[src/rtl/lru_pr_pkg.sv]
package lru_pr_pkg;

  localparam int PAGE_W        = 16;
  localparam int SLOT_W        = 3;
  localparam int FAULT_W       = 32;
  localparam int CFG_W         = 4;
  localparam int FRAMES_DEF    = 8;
  localparam int PAGE_BITS_DEF = 16;

  localparam logic [CFG_W-1:0]   CFG_RESET = 4'd8;
  localparam logic [FAULT_W-1:0] FAULT_MAX = '1;

endpackage

[src/rtl/lru_pr_ifs.sv]
interface lru_pr_req_if;
  import lru_pr_pkg::*;

  logic              valid;
  logic              ready;
  logic [PAGE_W-1:0] page;

  modport source (output valid, output page, input ready);
  modport sink   (input valid, input page, output ready);
endinterface

interface lru_pr_res_if;
  import lru_pr_pkg::*;

  logic               valid;
  logic               ready;
  logic               hit;
  logic [SLOT_W-1:0]  slot;
  logic               evicted_valid;
  logic [PAGE_W-1:0]  evicted_page;
  logic [FAULT_W-1:0] fault_total;

  modport source (output valid, output hit, output slot, output evicted_valid,
                  output evicted_page, output fault_total, input ready);
  modport sink   (input valid, input hit, input slot, input evicted_valid,
                  input evicted_page, input fault_total, output ready);
endinterface

[src/rtl/lru_page_replacement.sv]
// LRU page replacement over FRAMES page frames. Each frame is one cell of a chain holding
// its page and its recency rank (0 = most recently used). An accepted request walks down
// the chain one cell per clock, each cell checking for a hit and keeping track of the
// oldest active frame; when it leaves the last cell the controller broadcasts the rank
// update and page write to all cells at once and builds the result. A new request is
// accepted only once the previous result has moved into the output register. The output
// register lets a new request start while an older result still waits to be taken.
// Only the first frame_count frames (clamped to 1..FRAMES) are matched or replaced;
// cfg writes belong in idle time.
module lru_page_replacement #(
  parameter int FRAMES    = lru_pr_pkg::FRAMES_DEF,
  parameter int PAGE_BITS = lru_pr_pkg::PAGE_BITS_DEF
) (
  input  logic                          clk,
  input  logic                          rst_n,
  lru_pr_req_if.sink                    in_req,
  lru_pr_res_if.source                  out_res,
  input  logic                          cfg_we,
  input  logic [lru_pr_pkg::CFG_W-1:0]  cfg_wdata
);
  import lru_pr_pkg::*;

  localparam int IDX_W = (FRAMES > 1) ? $clog2(FRAMES) : 1;
  localparam int CNT_W = $clog2(FRAMES + 1);

  // controller states
  localparam logic [1:0] ST_IDLE   = 2'd0;  // ready for a request
  localparam logic [1:0] ST_SEARCH = 2'd1;  // token walking the chain
  localparam logic [1:0] ST_HOLD   = 2'd2;  // result waiting for the output register

  logic [1:0] state_r, state_nxt;

  logic [CFG_W-1:0]   frame_count_r;
  logic [CNT_W-1:0]   filled_r;
  logic [FAULT_W-1:0] fault_r;
  logic [FAULT_W-1:0] fault_nxt;
  logic [CNT_W-1:0]   active_n;

  // token chain, index 0 feeds the first cell, index FRAMES comes out of the last
  logic                 tok_valid     [FRAMES+1];
  logic [PAGE_BITS-1:0] tok_page      [FRAMES+1];
  logic                 tok_found     [FRAMES+1];
  logic [IDX_W-1:0]     tok_idx       [FRAMES+1];
  logic [IDX_W-1:0]     tok_hit_rank  [FRAMES+1];
  logic [IDX_W-1:0]     tok_best_rank [FRAMES+1];
  logic [IDX_W-1:0]     tok_best_idx  [FRAMES+1];
  logic [PAGE_BITS-1:0] tok_best_page [FRAMES+1];

  // update broadcast
  logic                 upd_en;
  logic [IDX_W-1:0]     upd_slot;
  logic                 upd_we;
  logic                 upd_all;
  logic [IDX_W-1:0]     upd_prev;

  logic req_accept;
  logic tail_found;
  logic do_fill;
  logic do_evict;
  logic out_load;

  // pending result
  logic                 hold_hit_r;
  logic [IDX_W-1:0]     hold_slot_r;
  logic                 hold_ev_valid_r;
  logic [PAGE_BITS-1:0] hold_ev_page_r;
  logic [FAULT_W-1:0]   hold_fault_r;

  // output register
  logic                 out_valid_r;
  logic                 out_hit_r;
  logic [SLOT_W-1:0]    out_slot_r;
  logic                 out_ev_valid_r;
  logic [PAGE_W-1:0]    out_ev_page_r;
  logic [FAULT_W-1:0]   out_fault_r;

  assign in_req.ready = (state_r == ST_IDLE);
  assign req_accept   = in_req.valid && in_req.ready;

  // frame_count zero acts as one, anything above FRAMES as FRAMES
  always_comb begin
    if (frame_count_r == '0) begin
      active_n = CNT_W'(1);
    end else if (int'(frame_count_r) > FRAMES) begin
      active_n = CNT_W'(FRAMES);
    end else begin
      active_n = CNT_W'(frame_count_r);
    end
  end

  // head of the chain: a fresh request, upper page bits beyond PAGE_BITS dropped
  assign tok_valid[0]     = req_accept;
  assign tok_page[0]      = PAGE_BITS'(in_req.page);
  assign tok_found[0]     = 1'b0;
  assign tok_idx[0]       = '0;
  assign tok_hit_rank[0]  = '0;
  assign tok_best_rank[0] = '0;
  assign tok_best_idx[0]  = '0;
  assign tok_best_page[0] = '0;

  for (genvar g = 0; g < FRAMES; g++) begin : g_cell
    lru_pr_cell #(
      .INDEX     (g),
      .IDX_W     (IDX_W),
      .CNT_W     (CNT_W),
      .PAGE_BITS (PAGE_BITS)
    ) u_cell (
      .clk            (clk),
      .rst_n          (rst_n),
      .active_n       (active_n),
      .filled_n       (filled_r),
      .tin_valid      (tok_valid[g]),
      .tin_page       (tok_page[g]),
      .tin_found      (tok_found[g]),
      .tin_idx        (tok_idx[g]),
      .tin_hit_rank   (tok_hit_rank[g]),
      .tin_best_rank  (tok_best_rank[g]),
      .tin_best_idx   (tok_best_idx[g]),
      .tin_best_page  (tok_best_page[g]),
      .tout_valid     (tok_valid[g+1]),
      .tout_page      (tok_page[g+1]),
      .tout_found     (tok_found[g+1]),
      .tout_idx       (tok_idx[g+1]),
      .tout_hit_rank  (tok_hit_rank[g+1]),
      .tout_best_rank (tok_best_rank[g+1]),
      .tout_best_idx  (tok_best_idx[g+1]),
      .tout_best_page (tok_best_page[g+1]),
      .upd_en         (upd_en),
      .upd_slot       (upd_slot),
      .upd_we         (upd_we),
      .upd_page       (tok_page[FRAMES]),
      .upd_all        (upd_all),
      .upd_prev       (upd_prev)
    );
  end

  // decide what the request does once it leaves the last cell
  assign tail_found = tok_found[FRAMES];
  assign do_fill    = !tail_found && (filled_r < active_n);
  assign do_evict   = !tail_found && !do_fill;
  assign upd_en     = tok_valid[FRAMES];
  assign upd_we     = !tail_found;
  assign upd_all    = do_fill;    // a new frame ages every filled frame

  always_comb begin
    if (tail_found) begin
      upd_slot = tok_idx[FRAMES];
      upd_prev = tok_hit_rank[FRAMES];
    end else if (do_fill) begin
      upd_slot = IDX_W'(filled_r);
      upd_prev = '0;
    end else begin
      upd_slot = tok_best_idx[FRAMES];
      upd_prev = tok_best_rank[FRAMES];
    end
  end

  // saturating fault count
  always_comb begin
    fault_nxt = fault_r;
    if (!tail_found && (fault_r != FAULT_MAX)) begin
      fault_nxt = fault_r + 1'b1;
    end
  end

  assign out_load = (state_r == ST_HOLD) && (!out_valid_r || out_res.ready);

  always_comb begin
    state_nxt = state_r;
    case (state_r)
      ST_IDLE: begin
        if (req_accept) state_nxt = ST_SEARCH;
      end
      ST_SEARCH: begin
        if (tok_valid[FRAMES]) state_nxt = ST_HOLD;
      end
      ST_HOLD: begin
        if (out_load) state_nxt = ST_IDLE;
      end
      default: state_nxt = ST_IDLE;
    endcase
  end

  always_ff @(posedge clk) begin
    if (!rst_n) begin
      state_r       <= ST_IDLE;
      frame_count_r <= CFG_RESET;
      filled_r      <= '0;
      fault_r       <= '0;
      out_valid_r   <= 1'b0;
    end else begin
      state_r <= state_nxt;
      if (cfg_we) begin
        frame_count_r <= cfg_wdata;
      end
      if (upd_en) begin
        fault_r <= fault_nxt;
        if (do_fill) filled_r <= filled_r + 1'b1;
      end
      if (out_load) begin
        out_valid_r <= 1'b1;
      end else if (out_res.ready) begin
        out_valid_r <= 1'b0;
      end
    end
  end

  // result payload, no reset needed
  always_ff @(posedge clk) begin
    if (upd_en) begin
      hold_hit_r      <= tail_found;
      hold_slot_r     <= upd_slot;
      hold_ev_valid_r <= do_evict;
      hold_ev_page_r  <= do_evict ? tok_best_page[FRAMES] : '0;
      hold_fault_r    <= fault_nxt;
    end
    if (out_load) begin
      out_hit_r      <= hold_hit_r;
      out_slot_r     <= SLOT_W'(hold_slot_r);
      out_ev_valid_r <= hold_ev_valid_r;
      out_ev_page_r  <= PAGE_W'(hold_ev_page_r);
      out_fault_r    <= hold_fault_r;
    end
  end

  assign out_res.valid         = out_valid_r;
  assign out_res.hit           = out_hit_r;
  assign out_res.slot          = out_slot_r;
  assign out_res.evicted_valid = out_ev_valid_r;
  assign out_res.evicted_page  = out_ev_page_r;
  assign out_res.fault_total   = out_fault_r;

endmodule

[src/rtl/lru_pr_cell.sv]
module lru_pr_cell #(
  parameter int INDEX     = 0,
  parameter int IDX_W     = 3,
  parameter int CNT_W     = 4,
  parameter int PAGE_BITS = 16
) (
  input  logic                 clk,
  input  logic                 rst_n,
  input  logic [CNT_W-1:0]     active_n,
  input  logic [CNT_W-1:0]     filled_n,
  // search token from the left neighbor
  input  logic                 tin_valid,
  input  logic [PAGE_BITS-1:0] tin_page,
  input  logic                 tin_found,
  input  logic [IDX_W-1:0]     tin_idx,
  input  logic [IDX_W-1:0]     tin_hit_rank,
  input  logic [IDX_W-1:0]     tin_best_rank,
  input  logic [IDX_W-1:0]     tin_best_idx,
  input  logic [PAGE_BITS-1:0] tin_best_page,
  // search token to the right neighbor
  output logic                 tout_valid,
  output logic [PAGE_BITS-1:0] tout_page,
  output logic                 tout_found,
  output logic [IDX_W-1:0]     tout_idx,
  output logic [IDX_W-1:0]     tout_hit_rank,
  output logic [IDX_W-1:0]     tout_best_rank,
  output logic [IDX_W-1:0]     tout_best_idx,
  output logic [PAGE_BITS-1:0] tout_best_page,
  // recency update broadcast
  input  logic                 upd_en,
  input  logic [IDX_W-1:0]     upd_slot,
  input  logic                 upd_we,
  input  logic [PAGE_BITS-1:0] upd_page,
  input  logic                 upd_all,
  input  logic [IDX_W-1:0]     upd_prev
);

  logic [PAGE_BITS-1:0] page_r;
  logic [IDX_W-1:0]     rank_r;
  logic                 valid_r;
  logic [PAGE_BITS-1:0] tpage_r;
  logic                 found_r;
  logic [IDX_W-1:0]     idx_r;
  logic [IDX_W-1:0]     hit_rank_r;
  logic [IDX_W-1:0]     best_rank_r;
  logic [IDX_W-1:0]     best_idx_r;
  logic [PAGE_BITS-1:0] best_page_r;

  logic is_filled;
  logic is_active;
  logic match;
  logic take;

  assign is_filled = int'(filled_n) > INDEX;
  assign is_active = int'(active_n) > INDEX;
  assign match     = !tin_found && is_filled && is_active && (page_r == tin_page);
  // first active frame starts the victim search, later ones win on a strictly older rank
  assign take      = is_active && ((INDEX == 0) || (rank_r > tin_best_rank));

  always_ff @(posedge clk) begin
    if (!rst_n) begin
      valid_r <= 1'b0;
    end else begin
      valid_r <= tin_valid;
    end
  end

  always_ff @(posedge clk) begin
    tpage_r     <= tin_page;
    found_r     <= tin_found | match;
    idx_r       <= match ? IDX_W'(INDEX) : tin_idx;
    hit_rank_r  <= match ? rank_r : tin_hit_rank;
    best_rank_r <= take ? rank_r : tin_best_rank;
    best_idx_r  <= take ? IDX_W'(INDEX) : tin_best_idx;
    best_page_r <= take ? page_r : tin_best_page;
  end

  always_ff @(posedge clk) begin
    if (!rst_n) begin
      rank_r <= '0;
    end else if (upd_en) begin
      if (upd_slot == IDX_W'(INDEX)) begin
        rank_r <= '0;
      end else if (is_filled && (upd_all || (rank_r < upd_prev))) begin
        rank_r <= rank_r + 1'b1;
      end
    end
  end

  always_ff @(posedge clk) begin
    if (upd_en && upd_we && (upd_slot == IDX_W'(INDEX))) begin
      page_r <= upd_page;
    end
  end

  assign tout_valid     = valid_r;
  assign tout_page      = tpage_r;
  assign tout_found     = found_r;
  assign tout_idx       = idx_r;
  assign tout_hit_rank  = hit_rank_r;
  assign tout_best_rank = best_rank_r;
  assign tout_best_idx  = best_idx_r;
  assign tout_best_page = best_page_r;

endmodule

[src/flat_wrapper.sv]
// flat-port wrapper written by rule: the top's interface ports become plain ports
module lru_page_replacement_flat import lru_pr_pkg::*;
#(
  parameter int FRAMES    = lru_pr_pkg::FRAMES_DEF,
  parameter int PAGE_BITS = lru_pr_pkg::PAGE_BITS_DEF
)
  (clk, rst_n, cfg_we, cfg_wdata, in_req_valid, in_req_page, in_req_ready, out_res_valid, out_res_hit, out_res_slot, out_res_evicted_valid, out_res_evicted_page, out_res_fault_total, out_res_ready);
  lru_pr_req_if in_req_i ();
  lru_pr_res_if out_res_i ();
  input  logic clk;
  input  logic rst_n;
  input  logic cfg_we;
  input  logic [lru_pr_pkg::CFG_W-1:0] cfg_wdata;
  input wire logic [$bits(in_req_i.valid)-1:0] in_req_valid;
  input wire logic [$bits(in_req_i.page)-1:0] in_req_page;
  output wire logic [$bits(in_req_i.ready)-1:0] in_req_ready;
  output wire logic [$bits(out_res_i.valid)-1:0] out_res_valid;
  output wire logic [$bits(out_res_i.hit)-1:0] out_res_hit;
  output wire logic [$bits(out_res_i.slot)-1:0] out_res_slot;
  output wire logic [$bits(out_res_i.evicted_valid)-1:0] out_res_evicted_valid;
  output wire logic [$bits(out_res_i.evicted_page)-1:0] out_res_evicted_page;
  output wire logic [$bits(out_res_i.fault_total)-1:0] out_res_fault_total;
  input wire logic [$bits(out_res_i.ready)-1:0] out_res_ready;
  assign in_req_i.valid = in_req_valid;
  assign in_req_i.page = in_req_page;
  assign in_req_ready = in_req_i.ready;
  assign out_res_valid = out_res_i.valid;
  assign out_res_hit = out_res_i.hit;
  assign out_res_slot = out_res_i.slot;
  assign out_res_evicted_valid = out_res_i.evicted_valid;
  assign out_res_evicted_page = out_res_i.evicted_page;
  assign out_res_fault_total = out_res_i.fault_total;
  assign out_res_i.ready = out_res_ready;
  lru_page_replacement #(.FRAMES(FRAMES), .PAGE_BITS(PAGE_BITS)) u_core (.clk(clk), .rst_n(rst_n), .in_req(in_req_i), .out_res(out_res_i), .cfg_we(cfg_we), .cfg_wdata(cfg_wdata));
endmodule
[config.mk]
export PLATFORM = sky130hd
export DESIGN_NAME = lru_page_replacement_flat
export DESIGN_NICKNAME = d
export VERILOG_FILES = /design/src/rtl/lru_pr_pkg.sv /design/src/rtl/lru_pr_ifs.sv /design/src/rtl/lru_page_replacement.sv /design/src/rtl/lru_pr_cell.sv /design/src/flat_wrapper.sv
export SDC_FILE = /design/constraint.sdc
export NUM_CORES = 1
export LEC_CHECK = 0
export BUFFER_PORTS_ARGS = -buffer_cell sky130_fd_sc_hd__buf_2
export CAP_MARGIN = 40
export CORE_UTILIZATION = 50
export DETAILED_ROUTE_END_ITERATION = 8
export PLACE_DENSITY = 0.7
export SETUP_SLACK_MARGIN = 0.05
export SYNTH_ARGS = -nofsm -noshare
export SYNTH_HDL_FRONTEND = slang
export SYNTH_HIERARCHICAL = 1
export SYNTH_SLANG_ARGS = --single-unit
export TNS_END_PERCENT = 10
[constraint.sdc]
create_clock -name clk -period 4.42 [get_ports clk]
set_input_delay 0.221 -clock clk [delete_from_list [all_inputs] [get_ports clk]]
set_output_delay 0.221 -clock clk [all_outputs]
set_load 0.05 [all_outputs]
Yosys cells after proc, flatten, opt, wreduce, memory -nomap -nowiden
Cells that the tools add are included.
{"block": "totals", "output_inout_bits": 55, "in_bits": 25, "reg_bits": 655, "elab_cells": 307}
{"block": "classes", "mux": 50, "n_addsub": 10, "n_eq_ne": 21, "n_lt_le_gt_ge": 33, "reduce_logical": 93, "bitwise_logic": 7}
{"op": "16-bit equality test", "n": 8}
{"op": "16-bit 2-to-1 mux", "n": 7}
{"op": "3-bit 2-to-1 mux", "n": 34}
{"op": "1-bit logical AND", "n": 52}
{"op": "32-bit by 1-bit adder with 32-bit output (second input constant)", "n": 1}
{"op": "4-bit by 3-bit greater-than comparator with 1-bit output (second input constant)", "n": 8}
{"op": "32-bit 2-to-1 mux", "n": 1}
{"op": "32-bit != test (second input constant)", "n": 1}
{"op": "3-bit by 1-bit adder with 3-bit output (second input constant)", "n": 8}
{"op": "3-bit < comparator", "n": 8}
{"op": "3-bit greater-than comparator", "n": 7}
{"op": "2-bit AND reduction", "n": 9}
{"op": "2-bit nonzero test", "n": 9}
{"op": "4-bit by 1-bit greater-than comparator with 1-bit output (second input constant)", "n": 4}
{"op": "4-bit by 2-bit greater-than comparator with 1-bit output (second input constant)", "n": 4}
{"op": "3-bit equality test (second input constant)", "n": 4}
{"op": "1-bit logical NOT", "n": 10}
{"op": "1-bit logical OR", "n": 9}
{"op": "4-bit 2-to-1 mux", "n": 2}
{"op": "1-bit bitwise OR", "n": 7}
{"op": "3-bit by 2-bit equality test with 1-bit output (second input constant)", "n": 2}
{"op": "2-bit 2-to-1 mux", "n": 3}
{"op": "2-bit case mux with 3 select lines", "n": 1}
{"op": "4-bit by 1-bit adder with 4-bit output (second input constant)", "n": 1}
{"op": "other kinds (12)", "n": 14}

Longest topological paths before layout
Gate-level depths: netlist of run 1.
{"block": "logic_depth", "word_depth": 12, "depth_mapped": 17, "mapped_depth_nobuf": 15}

Hierarchy
The synthesis of run 1 kept the hierarchy.
{"mod": "lru_page_replacement", "cells_each": 490, "seq_area_each_um2": 4043.9, "instances": 1, "area_each_um2": 6118.4}
{"mod": "lru_pr_cell at u_core.g_cell[2].u_cell", "cells_each": 156, "seq_area_each_um2": 1461.4, "instances": 1, "area_each_um2": 2235.9}
{"mod": "lru_pr_cell at u_core.g_cell[4].u_cell", "cells_each": 160, "seq_area_each_um2": 1461.4, "instances": 1, "area_each_um2": 2234.6}
{"mod": "lru_pr_cell at u_core.g_cell[3].u_cell", "cells_each": 158, "seq_area_each_um2": 1461.4, "instances": 1, "area_each_um2": 2233.4}
{"mod": "lru_pr_cell at u_core.g_cell[1].u_cell", "cells_each": 157, "seq_area_each_um2": 1461.4, "instances": 1, "area_each_um2": 2230.9}
{"mod": "lru_pr_cell at u_core.g_cell[5].u_cell", "cells_each": 158, "seq_area_each_um2": 1461.4, "instances": 1, "area_each_um2": 2223.4}
{"mod": "lru_pr_cell at u_core.g_cell[6].u_cell", "cells_each": 158, "seq_area_each_um2": 1461.4, "instances": 1, "area_each_um2": 2219.6}
{"mod": "lru_pr_cell at u_core.g_cell[7].u_cell", "cells_each": 161, "seq_area_each_um2": 1461.4, "instances": 1, "area_each_um2": 2215.9}
{"mod": "lru_pr_cell at u_core.g_cell[0].u_cell", "cells_each": 145, "seq_area_each_um2": 1461.4, "instances": 1, "area_each_um2": 2189.6}

Least setup slack after synthesis of run 1
OpenSTA, ideal clock, no wires.
{"block": "synth_timing", "path_kind": "register to register", "start": "register u_core.frame_count_r[3]", "end": "register u_core.g_cell[7].u_cell.rank_r[2]", "t_required_ps": 4300, "synth_period_minus_slack_ps": 3742, "n_path_buf": 2, "setup_time_ps": 120, "path_stages_with_launch": 17, "setup_slack_ps": 678, "arrival_ps": 3623, "path_cell_list": "dfxtp_1 inv_1 nand2_1 ha_1 o21a_1 o21a_1 a21o_1 clkbuf_1 clkbuf_1 nand2_1 o21ai_0 inv_1 ha_1 a2111oi_0 o21ai_0 and3_1 o31a_1"}
{"block": "synth_via", "elab_chain_len": 12, "word_cells_on_any_way": 17, "classes_between": "order compare (3); eq/ne (1); mux (7); reduce/logical (6)"}
{"element": "from (decl)", "line_no": "lru_page_replacement.sv:33", "text": "logic [CFG_W-1:0] frame_count_r;"}
{"element": "from (signal assigned)", "line_no": "lru_page_replacement.sv:194", "text": "frame_count_r <= cfg_wdata;"}
{"element": "4-bit greater-than comparator", "line_no": "lru_page_replacement.sv:84", "text": "end else if (int'(frame_count_r) > FRAMES) begin"}
{"element": "4-bit 2-to-1 mux", "line_no": "lru_page_replacement.sv:84"}
{"element": "4-bit 2-to-1 mux *", "line_no": "lru_page_replacement.sv:82", "text": "if (frame_count_r == '0) begin"}
{"element": "4-bit < comparator *", "line_no": "lru_page_replacement.sv:139", "text": "assign do_fill = !tail_found && (filled_r < active_n);"}
{"element": "1-bit logical AND *", "line_no": "lru_page_replacement.sv:139"}
{"element": "3-bit 2-to-1 mux *", "line_no": "lru_page_replacement.sv:149", "text": "end else if (do_fill) begin"}
{"element": "3-bit 2-to-1 mux *", "line_no": "lru_page_replacement.sv:146", "text": "if (tail_found) begin"}
{"element": "via u_core.upd_prev[1]", "line_no": "lru_page_replacement.sv:54", "text": "logic [IDX_W-1:0] upd_prev;"}
{"element": "3-bit < comparator *", "line_no": "lru_pr_cell.sv:84", "text": "end else if (is_filled && (upd_all || (rank_r < upd_prev))) begin"}
{"element": "1-bit logical OR *", "line_no": "lru_pr_cell.sv:84"}
{"element": "1-bit logical AND *", "line_no": "lru_pr_cell.sv:84"}
{"element": "2-bit nonzero test (no line) *"}
{"element": "2-bit AND reduction (no line) *"}
{"element": "to (signal assigned)", "line_no": "lru_pr_cell.sv:85", "text": "rank_r <= rank_r + 1'b1;"}
{"element": "to (decl)", "line_no": "lru_pr_cell.sv:39", "text": "logic [IDX_W-1:0] rank_r;"}
The timed path passes the listed nets; every way through them passes the cells marked *.
A chain may end at the register's enable or synchronous reset.

Final worst setup path of run 1
{"block": "layout_timing", "start": "register u_core.frame_count_r[3]", "end": "register u_core.g_cell[5].u_cell.page_r[8], enable pin"}
{"block": "layout_via", "elab_chain_len": 9, "word_cells_on_any_way": 10, "classes_between": "order compare (2); eq/ne (1); mux (4); reduce/logical (3)"}
{"element": "4-bit greater-than comparator", "line_no": "lru_page_replacement.sv:84"}
{"element": "4-bit 2-to-1 mux", "line_no": "lru_page_replacement.sv:84"}
{"element": "4-bit 2-to-1 mux *", "line_no": "lru_page_replacement.sv:82"}
{"element": "4-bit < comparator *", "line_no": "lru_page_replacement.sv:139"}
{"element": "1-bit logical AND *", "line_no": "lru_page_replacement.sv:139"}
{"element": "3-bit 2-to-1 mux *", "line_no": "lru_page_replacement.sv:149"}
{"element": "3-bit 2-to-1 mux *", "line_no": "lru_page_replacement.sv:146"}
{"element": "via u_core.upd_slot[0]", "line_no": "lru_page_replacement.sv:51", "text": "logic [IDX_W-1:0] upd_slot;"}
{"element": "3-bit equality test *", "line_no": "lru_pr_cell.sv:91", "text": "if (upd_en && upd_we && (upd_slot == IDX_W'(INDEX))) begin"}
{"element": "1-bit logical AND *", "line_no": "lru_pr_cell.sv:91"}
{"element": "to (signal assigned)", "line_no": "lru_pr_cell.sv:92", "text": "page_r <= upd_page;"}
{"element": "to (decl)", "line_no": "lru_pr_cell.sv:38", "text": "logic [PAGE_BITS-1:0] page_r;"}
Marked as above.

==> flow_summary_export.csv, run 1 <==
group,metric,value,unit
power_and_ir_drop,switching_share,20.8,%
timing,rsz0062_at_grt,"false",
clocking,clockBufferDepth,3,
clocking,cts_root_buf,"clkbuf_16",
placement,gp_congestion,0.825,
power_and_ir_drop,clkPwrFrac,42.6,%
power_and_ir_drop,ir_drop,368,uV
layout,syn_to_final_growth,16.2,%
clocking,path_clk_slew,60,ps
setup_path,critPathTopFamily,"compound AO/OA/AOI/OAI gates",
setup_path,cp_num_cells,12,
power_and_ir_drop,power_density,479,nW/um2
route,routed_wl,45300,um
die,row_count,79,
outcome,violations,"design-rule violations",
clocking,cts_setup_buffers,0,
flow_run,max-cap-violations,0,
setup_path,cp_slowest_cell,"a21oi_1",
die,top_level_ports,80,
setup_path,cp.required,4640,ps
timing,drv_slew,0,
placement,placed_area,25300,um2
min_path,min_delay_path_depth,3,
timing,whs,33.1,ps
layout,layout-drive-gt1-share,23.5,%
layout,antennaDiodeCount,0,
synthesis,yosysWarnings,6,
clocking,cts_buffers,66,
setup_path,path_class,"reg -> reg",
setup_path,cp-start-kind,"flip-flop",
global_route,antenna_found_initial,0,
setup_path,reg2reg_depth,12,
synthesis,syn_inst,1743,
placement,pre_cts_slack,608,ps
route,drt_iter0_markers,735,
clocking,cts_tree,"yes",
timing,final.setup.tns,0,ps
route,via_count,13200,
timing,finalHoldViolCount,0,
route,wl_per_cell,17.5,um
route,ant_nets,0,
clocking,postCtsHoldBufs,26,
timing,tightest_slew,948,ps
power_and_ir_drop,p_leak,0.0106,uW
outcome,status,"finished with violations",
timing,max_freq,0.261,GHz
synthesis,synthArstFlopShare,0,%
setup_path,cp-end-kind,"flip-flop",
placement,dp_hpwl,32700,um
global_route,grt_pass1_vias,13500,
power_and_ir_drop,p_comb_share,5.4,%
die,die-area,48700,um2
timing,finalCriticalPeriod,3840,ps
die,fp.dieW,221,um
synthesis,yosysSeqAreaShare,65.8,%
die,die-height,221,um
layout,nNetsFinal,2007,
global_route,grt_pass1_wl,71800,um
route,drt_first_pass_iters,7,
layout,utilization,59.3,%
timing,slew-limit-headroom,36.3,%
synthesis,synth_ff_type,"dfxtp_1",
synthesis,syn-cell-area,23900,um2
timing,setup_viol,0,
setup_path,worstPathArrival,4060,ps
clocking,cts-resized-gates,0,
clocking,cts_htree_levels,3,
setup_path,critPathMaxFanout,23,
placement,port_buffers,79,
setup_path,crit_buf_inv,2,
global_route,overflow,0,
route,vias_per_cell,5.10,
min_path,hold_path.class,"in -> reg",
synthesis,syn_area_per_cell,13.7,um2
clocking,cts.sinks,669,
layout,design_area,27800,um2
route,remaining_drc_errors,9,
global_route,grt_util_all_layers,19.0,%
synthesis,synth-edff-count,234,
synthesis,post_synth_num_cell_types,66,
setup_path,crit_chain,"inv_1 > nand2_1 > ha_1 > o21a_1 > o21a_1 > a21o_1 > buf_4 > a211oi_1 > a21oi_1 > nand2_1 > nor2_1 > and3_1",
power_and_ir_drop,p_int,10500,uW
power_and_ir_drop,power.net_switching,2770,uW
synthesis,ys_ff_latch,669,
die,coreArea,46900,um2
die,initial_core_util,51.0,%
setup_path,max_stage_delay,690,ps
power_and_ir_drop,power_frac_seq,51.9,%
clocking,clk_latency,590,ps
timing,skew,20.0,ps
global_route,grt_max_degree,54,
timing,setup_slack,581,ps
timing,fin_crit_sh,86.8,%
==> through the flow <==
step / total power (uW) / std cells
floorplan: 7480 / 1772
finish: 13300 / 2592
global route: 13800 / 2592
CTS: 13500 / 2592
detailed placement: 7740 / 2445
global placement: 7710 / 2437
==> tightest hold or removal path, stage by stage <==
cell and delay [ps]:
buf_2 150, mux2i_1 90, nor2_1 110
==> cells in the mapped netlist, types with 12 or more instances <==
cell type | count | area (um2)
a21oi_1 | 49 | 245
and2_1 | 13 | 81.3
and2b_2 | 12 | 105
and3_1 | 32 | 200
buf_2 | 19 | 95.1
clkbuf_1 | 19 | 71.3
dfxtp_1 | 435 | 8710
edfxtp_1 | 234 | 7030
ha_1 | 50 | 626
inv_1 | 63 | 236
mux2_2 | 171 | 1930
nand2_1 | 69 | 259
nand2b_1 | 14 | 87.6
nand3_1 | 35 | 175
nand4_1 | 31 | 194
nor2_1 | 43 | 161
nor2b_1 | 14 | 87.6
nor3_1 | 16 | 80.1
nor4_1 | 14 | 87.6
o21ai_0 | 35 | 175
o31ai_1 | 13 | 97.6
or2_2 | 36 | 225
or3_1 | 21 | 131
xnor2_1 | 74 | 648
xor2_1 | 88 | 771
==> cell families (layout without fill, tap and decap cells) <==
family	after synthesis	after routing	share of synthesized area (%)
xor+xnor	162	162	5.94
compound gates	177	177	5.10
flops	669	669	65.8
buf+inv	107	320	1.94
other cells	1	30	0.0157
mux	184	184	8.66
fa+ha+maj	50	50	2.62
simple gates	393	393	9.89
==> power by group through the flow <==
stage	Sequential [uW]	Clock, uW	Combinational (uW)
detailed placement	7040	0	697
floorplan	6960	0	525
global placement	7030	0	680
finish	6910	5670	723
global route	6950	6070	786
CTS	6910	5820	726
==> final timing paths <==
check	endpoint	startpoint	slack, ps
max	u_core/g_cell[5].u_cell/page_r[8]$_DFFE_PP_	u_core/frame_count_r[3]$_SDFFE_PN1P_	580
min	u_core/frame_count_r[1]$_SDFFE_PN0P_	cfg_we	30
max reg2reg	u_core/g_cell[5].u_cell/page_r[8]$_DFFE_PP_	u_core/frame_count_r[3]$_SDFFE_PN1P_	580
min reg2reg	u_core/g_cell[6].u_cell/tout_page[11]$_DFF_P_	u_core/g_cell[5].u_cell/tout_page[11]$_DFF_P_	360
==> area by class of cell <==
type | instances | area (um2)
flip-flops and latches | 669 | 15700
well taps | 607 | 759
fillers | 3667 | 19100
inverters | 63 | 236
clock buffers | 90 | 1900
clock inverters | 31 | 353
repair buffers | 136 | 908
multi-input cells | 996 | 7870
==> placed cells by master (no fill, tap or decap), types with 26 or more instances in the layout <==
cell | Yosys | routed
nand3_1 | 35 | 35
dfxtp_1 | 435 | 434
xor2_1 | 88 | 88
a21oi_1 | 49 | 48
clkbuf_16 | 0 | 70
nand4_1 | 31 | 31
mux2_2 | 171 | 171
nor2_1 | 43 | 43
buf_2 | 19 | 80
conb_1 | 1 | 30
ha_1 | 50 | 50
inv_1 | 63 | 63
dlygate4sd3_1 | 0 | 26
or2_2 | 36 | 36
nand2_1 | 69 | 69
edfxtp_1 | 234 | 234
and3_1 | 32 | 32
o21ai_0 | 35 | 35
xnor2_1 | 74 | 74
==> per-layer routing <==
layer / wire length (um) / part of all wire (%) / GRT usage (%) / vias to the layer above
li1: - / - / - / 6586
met1: 20200 / 45 / 23.9 / 6268
met2: 22000 / 49 / 32.2 / 274
met3: 1720 / 3.8 / 3.34 / 86
met4: 1330 / 2.9 / 7.90 / 0
met5: 0 / 0 / 0 / -
==> flip-flops by register name, summed over array words and instances, names as in the netlist, 8 cells and up <==
| name | flops |
|---|---|
| u_core/out_res.evicted_page | 16 |
| u_core/hold_fault_r | 32 |
| u_core/g_cell.u_cell/rank_r | 24 |
| u_core/g_cell.u_cell/tout_best_rank | 24 |
| u_core/g_cell.u_cell/page_r | 128 |
| u_core/g_cell.u_cell/tout_hit_rank | 24 |
| u_core/g_cell.u_cell/tout_best_page | 128 |
| u_core/g_cell.u_cell/tout_page | 128 |
| u_core/g_cell.u_cell/tout_valid | 8 |
| u_core/g_cell.u_cell/tout_best_idx | 24 |
| u_core/fault_r | 32 |
| u_core/g_cell.u_cell/tout_found | 8 |
| u_core/hold_ev_page_r | 16 |
| u_core/out_res.fault_total | 32 |
| u_core/g_cell.u_cell/tout_idx | 24 |
(Power assumes the default switching activity.)
==> run 2, diff against run 1 <==
--- a/config.mk
+++ b/config.mk
@@ -7,9 +7,10 @@
 export LEC_CHECK = 0
 export BUFFER_PORTS_ARGS = -buffer_cell sky130_fd_sc_hd__buf_2
 export CAP_MARGIN = 40
-export CORE_UTILIZATION = 50
+export CORE_MARGIN = 5
+export CORE_UTILIZATION = 45
 export DETAILED_ROUTE_END_ITERATION = 8
-export PLACE_DENSITY = 0.7
+export PLACE_DENSITY = 0.65
 export SETUP_SLACK_MARGIN = 0.05
 export SYNTH_ARGS = -nofsm -noshare
 export SYNTH_HDL_FRONTEND = slang
==> run 2 against run 1 <==
  * The flow now finishes without violations
  * Core utilization shrank 5.9 points
  * Worst hold slack gained 19 ps
  * Clock-buffer cell count grew 1
  * Sequential power is essentially flat
  * Non-clock buffer count grew 8
  * Register-to-register slack lost 60 ps
  * Sequential share of layout area shrank 0.59 points
  * Sequential cell count is the same
  * Setup slack lost 60 ps
  * Clock skew grew 8.2 ps
==> flow_summary_export.csv, run 2 (same netlist as run 1, synthesis figures left out) <==
group,metric,value,unit
clocking,clockBufferDepth,3,
setup_path,path_class,"reg -> reg",
route,wl_per_cell,17.5,um
outcome,status,"completed",
power_and_ir_drop,p_leak,0.0107,uW
die,fp.dieW,240,um
timing,setup_viol,0,
timing,setup_slack,522,ps
placement,pre_cts_slack,535,ps
clocking,clk_latency,600,ps
power_and_ir_drop,clkPwrFrac,43.4,%
timing,fin_crit_sh,88.2,%
route,ant_nets,0,
power_and_ir_drop,p_int,10700,uW
die,coreArea,52600,um2
placement,port_buffers,79,
die,row_count,84,
die,die-height,240,um
timing,finalHoldViolCount,0,
placement,dp_hpwl,33800,um
die,initial_core_util,45.5,%
layout,syn_to_final_growth,17.4,%
setup_path,max_stage_delay,680,ps
global_route,grt_pass1_wl,75000,um
route,remaining_drc_errors,0,
global_route,grt_max_degree,52,
clocking,path_clk_slew,60,ps
setup_path,cp-start-kind,"flip-flop",
setup_path,cp.required,4640,ps
global_route,antenna_found_initial,0,
die,top_level_ports,80,
timing,rsz0062_at_grt,"false",
setup_path,cp_slowest_cell,"a21oi_1",
global_route,grt_util_all_layers,16.4,%
setup_path,worstPathArrival,4120,ps
route,routed_wl,46900,um
min_path,min_delay_path_depth,3,
clocking,cts.sinks,669,
min_path,hold_end,"u_core/frame_count_r[2]$_SDFFE_PN0P_",
setup_path,reg2reg_depth,11,
timing,whs,52.1,ps
timing,skew,28.2,ps
setup_path,critPathMaxFanout,16,
layout,layout-drive-gt1-share,23.7,%
setup_path,r2r_end,"u_core/g_cell[3].u_cell/page_r[8]$_DFFE_PP_",
setup_path,cp-end-kind,"flip-flop",
power_and_ir_drop,power_density,481,nW/um2
clocking,cts_htree_levels,3,
clocking,cts_buffers,68,
power_and_ir_drop,ir_drop,284,uV
placement,gp_congestion,0.837,
setup_path,crit_start,"u_core/frame_count_r[3]$_SDFFE_PN1P_",
route,via_count,13400,
clocking,cts_tree,"yes",
flow_run,max-cap-violations,0,
die,die-area,57800,um2
power_and_ir_drop,switching_share,20.9,%
setup_path,crit_buf_inv,1,
setup_path,r2r_slack,520,ps
global_route,overflow,0,
route,vias_per_cell,4.98,
clocking,cts_root_buf,"clkbuf_16",
setup_path,r2r-start,"u_core/frame_count_r[3]$_SDFFE_PN1P_",
timing,finalCriticalPeriod,3900,ps
layout,fillerInstances,4370,
min_path,hold_path.class,"in -> reg",
min_path,hold_start,"rst_n",
layout,nNetsFinal,2017,
power_and_ir_drop,p_comb_share,5.5,%
layout,antennaDiodeCount,0,
global_route,grt_pass1_vias,13800,
layout,utilization,53.4,%
power_and_ir_drop,p_total,13500,uW
power_and_ir_drop,power.net_switching,2820,uW
setup_path,crit_chain,"inv_1 > nand2_1 > ha_1 > o21a_1 > o21a_1 > nor3b_1 > a211oi_1 > a21oi_1 > nand2_1 > nor2_1 > and3_1",
route,drt_iter0_markers,834,
timing,drv_slew,0,
setup_path,critPathTopFamily,"simple AND/OR/NAND/NOR gates",
timing,final.setup.tns,0,ps
power_and_ir_drop,power_frac_seq,51.1,%
timing,max_freq,0.257,GHz
timing,tightest_slew,886,ps
route,drt_first_pass_iters,5,
timing,slew-limit-headroom,40.7,%
layout,layout_common_cells,"dfxtp_1 (434), edfxtp_1 (234), mux2_2 (171), xor2_1 (88), buf_2 (82)",
layout,final_common_cell,"dfxtp_1",
run 2: cell count changes in the layout (fill, tap and decap cells not counted), sizes merged:
cell         delta
buf             +7
inv             +1
bufinv          +3
clkbuf          +1
dlygate4sd3     +1
clkinvlp        -1
run 2: power by group through the flow:
stage | combinational, uW | clock (uW) | sequential [uW]
global placement | 688 | 0 | 7030
floorplan | 525 | 0 | 6960
CTS | 746 | 6010 | 6910
finish | 741 | 5860 | 6900
detailed placement | 715 | 0 | 7040
global route | 809 | 6280 | 6950
run 2: worst max-delay path by stage:
| stage | depth (start not counted) | endpoint | slack (ps) |
|---|---|---|---|
| 4_1_cts | 11 | u_core/g_cell[3].u_cell/page_r[8]$_DFFE_PP_ | 520 |
| 2_1_floorplan | 16 | u_core/g_cell[7].u_cell/rank_r[2]$_SDFFE_PN0P_ | 680 |
| 6_report | 11 | u_core/g_cell[3].u_cell/page_r[8]$_DFFE_PP_ | 520 |
| 5_1_grt | 11 | u_core/g_cell[5].u_cell/page_r[1]$_DFFE_PP_ | 150 |
| 3_3_place_gp | 13 | u_core/g_cell[3].u_cell/page_r[9]$_DFFE_PP_ | 690 |
| 3_5_place_dp | 11 | u_core/g_cell[3].u_cell/page_r[9]$_DFFE_PP_ | 540 |
run 2: layer usage:
metal	vias up	track usage, %	share of wire (%)
met4	0	6.16	2.8
met2	299	27.2	48
met1	6369	21.7	45
li1	6607	-	-
met5	-	0	0
met3	98	2.80	4.3
run 2: final cells by class:
cell class	instances	area, um2	share of cell area (%)
clock buffers	91	1870	6.66
clock inverters	34	464	1.65
inverters	63	236	0.843
multi-input cells	996	7880	28.1
flip-flops and latches	669	15700	56.1
well taps	688	861	3.07
repair buffers	144	1010	3.59
run 2: worst register-to-register path: cells and delay by family, from the launching register on:
kind	cells	cell delay, ps
AO/OA/AOI/OAI	4	1120
adder cells (fa/ha/maj)	1	230
buffers and inverters	1	180
flip-flops	1	550
AND/OR/NAND/NOR	5	1450
run 2: stage by stage:
step                      area [um2]  std cells
final                          28100       2685
after global routing           28100       2685
after CTS                      28100       2684
after detailed placement       25500       2532
after global placement         25300       2520
after floorplan                24000       1772
run 2: repair_timing:
item | 4_1_cts | 5_1_grt
setup buffers | 0 | 0
hold endpoints to repair | 22 | 0
resized for setup | 0 | 0
endpoints found under the setup margin | 0 | 0
hold buffers | 27 | 0
==> run 3, diff against run 2 <==
--- a/config.mk
+++ b/config.mk
@@ -10,7 +10,6 @@
 export CORE_MARGIN = 5
 export CORE_UTILIZATION = 45
 export DETAILED_ROUTE_END_ITERATION = 8
-export PLACE_DENSITY = 0.65
 export SETUP_SLACK_MARGIN = 0.05
 export SYNTH_ARGS = -nofsm -noshare
 export SYNTH_HDL_FRONTEND = slang
==> run 3 against run 2 <==
  * Sequential cell count unchanged
  * Largest cell class unchanged
  * Routed wire length decreased by 0.73%
  * Setup slack got worse by 92 ps
  * Critical endpoint is now u_core/g_cell[5].u_cell/page_r[14]$_DFFE_PP_
  * Global-route usage decreased by 0.095 points
  * Core utilization decreased by 0.33 points
  * Clock skew decreased by 11 ps
  * Register-to-register slack got worse by 90 ps
  * Via count decreased by 1.9%
  * Highest routed layer unchanged
==> flow_summary_export.csv, run 3 (same netlist as run 1, synthesis figures left out) <==
group,metric,value,unit
route,wl_per_cell,17.4,um
layout,antennaDiodeCount,0,
die,row_count,84,
flow_run,max-cap-violations,0,
clocking,cts_setup_buffers,0,
clocking,clockBufferDepth,3,
timing,finalCriticalPeriod,3990,ps
setup_path,cp_slowest_cell,"a21oi_1",
timing,skew,17.5,ps
die,fp.dieW,240,um
timing,finalHoldViolCount,0,
die,die-area,57800,um2
setup_path,r2r_slack,430,ps
placement,port_buffers,79,
placement,dp_cells,2530,
timing,max_freq,0.251,GHz
route,ant_nets,0,
min_path,hold_path.class,"in -> reg",
timing,setup_viol,0,
timing,rsz0062_at_grt,"true",
min_path,hold_end,"u_core/g_cell[3].u_cell/rank_r[1]$_SDFFE_PN0P_",
global_route,grt_max_degree,58,
setup_path,critPathTopFamily,"simple AND/OR/NAND/NOR gates",
layout,final_common_cell,"dfxtp_1",
power_and_ir_drop,power_density,475,nW/um2
setup_path,cp-start-kind,"flip-flop",
setup_path,crit_start,"u_core/frame_count_r[3]$_SDFFE_PN1P_",
setup_path,r2r-start,"u_core/frame_count_r[3]$_SDFFE_PN1P_",
setup_path,cp-end-kind,"flip-flop",
clocking,path_clk_slew,60,ps
clocking,cts_htree_levels,3,
timing,fin_crit_sh,90.3,%
die,initial_core_util,45.5,%
global_route,overflow,0,
layout,fillerInstances,4462,
layout,layoutNonFillerInstCount,2680,
setup_path,worstPathArrival,4190,ps
clocking,cts.sinks,669,
route,drt_iter0_markers,749,
route,via_count,13100,
route,routed_wl,46600,um
clocking,cts_buffers,69,
layout,layout-drive-gt1-share,23.3,%
power_and_ir_drop,p_leak,0.0106,uW
power_and_ir_drop,p_total,13300,uW
placement,dp_hpwl,33700,um
timing,slew-limit-headroom,46.4,%
clocking,cts_root_buf,"clkbuf_16",
die,die-height,240,um
setup_path,max_stage_delay,660,ps
layout,layout_common_cells,"dfxtp_1 (434), edfxtp_1 (234), mux2_2 (171), xor2_1 (88), buf_2 (81)",
placement,gp_congestion,0.845,
layout,nNetsFinal,2015,
die,coreArea,52600,um2
setup_path,cp.required,4620,ps
setup_path,crit_chain,"inv_1 > nand2_1 > ha_1 > o21a_1 > o21a_1 > nor3b_1 > a211oi_1 > a21oi_1 > nand2_1 > nor2_1 > and3_1",
min_path,min_delay_path_depth,2,
outcome,status,"completed",
clocking,clk_latency,580,ps
die,top_level_ports,80,
route,vias_per_cell,4.90,
global_route,grt_pass1_wl,74500,um
clocking,cts_tree,"yes",
setup_path,r2r_end,"u_core/g_cell[5].u_cell/page_r[14]$_DFFE_PP_",
global_route,grt_pass1_vias,13400,
setup_path,critPathMaxFanout,16,
timing,tightest_slew,803,ps
timing,final.setup.tns,0,ps
setup_path,reg2reg_depth,11,
global_route,antenna_found_initial,0,
timing,drv_slew,0,
layout,syn_to_final_growth,16.7,%
route,remaining_drc_errors,0,
timing,whs,91.7,ps
setup_path,path_class,"reg -> reg",
route,drt_first_pass_iters,4,
min_path,hold_start,"rst_n",
power_and_ir_drop,ir_drop,282,uV
setup_path,crit_buf_inv,1,
global_route,grt_util_all_layers,16.3,%
-- run 3: power by group --
group / internal [uW] / leakage [uW] / total, uW / switching (uW)
registers: 6740 / 0.00576 / 6910 / 166
logic: 403 / 0.00375 / 728 / 325
clock network: 3390 / 0.00109 / 5610 / 2230
total: 10500 / 0.0106 / 13300 / 2720
-- run 3: worst reg2reg max path, cell delays in order (launching register included) --
cell	delay (ps)
dfxtp_1	590
inv_1	190
nand2_1	130
ha_1	230
o21a_1	180
o21a_1	200
nor3b_1	240
a211oi_1	90
a21oi_1	660
nand2_1	150
nor2_1	290
and3_1	660
-- run 3: routing by layer --
| layer | vias to the layer above | routed length, um | global-route usage (%) |
|---|---|---|---|
| met1 | 6197 | 21400 | 21.9 |
| met5 | - | 0 | 0 |
| met4 | 0 | 1700 | 6.26 |
| met2 | 220 | 21600 | 26.1 |
| met3 | 101 | 1860 | 3.34 |
| li1 | 6602 | - | - |
-- run 3: area by class of cell --
cell class / count / area [um2] / area share (%)
Sequential cell: 669 / 15700 / 56.4
Multi-Input combinational cell: 996 / 7890 / 28.3
Clock buffer: 104 / 2020 / 7.25
Timing Repair Buffer: 141 / 946 / 3.39
Tap cell: 688 / 861 / 3.09
Inverter: 63 / 236 / 0.848
Clock inverter: 19 / 196 / 0.704
-- run 3: through the flow --
step	instance area [um2]	utilization (%)	setup WS (ps)
global placement	25300	48.2	662
floorplan	24000	-	678
CTS	27900	53.1	359
finish	27900	53.1	430
detailed placement	25400	48.3	407
global route	27900	53.1	4.37
-- run 3: how the worst max path moves through the flow --
stage	to	slack (ps)	cells past startpoint
2_1_floorplan	u_core/g_cell[7].u_cell/rank_r[2]$_SDFFE_PN0P_	680	16
3_3_place_gp	u_core/g_cell[5].u_cell/page_r[12]$_DFFE_PP_	660	11
3_5_place_dp	u_core/g_cell[7].u_cell/rank_r[2]$_SDFFE_PN0P_	410	15
4_1_cts	u_core/g_cell[7].u_cell/rank_r[2]$_SDFFE_PN0P_	360	15
5_1_grt	u_core/g_cell[5].u_cell/page_r[14]$_DFFE_PP_	4	11
6_report	u_core/g_cell[5].u_cell/page_r[14]$_DFFE_PP_	430	11
-- run 3: timing repair --
item                                    in CTS  in global routing
hold buffers                                27                  0
hold endpoints to repair                    23                  0
endpoints found under the setup margin       0                 17
resized for setup                            0                  1
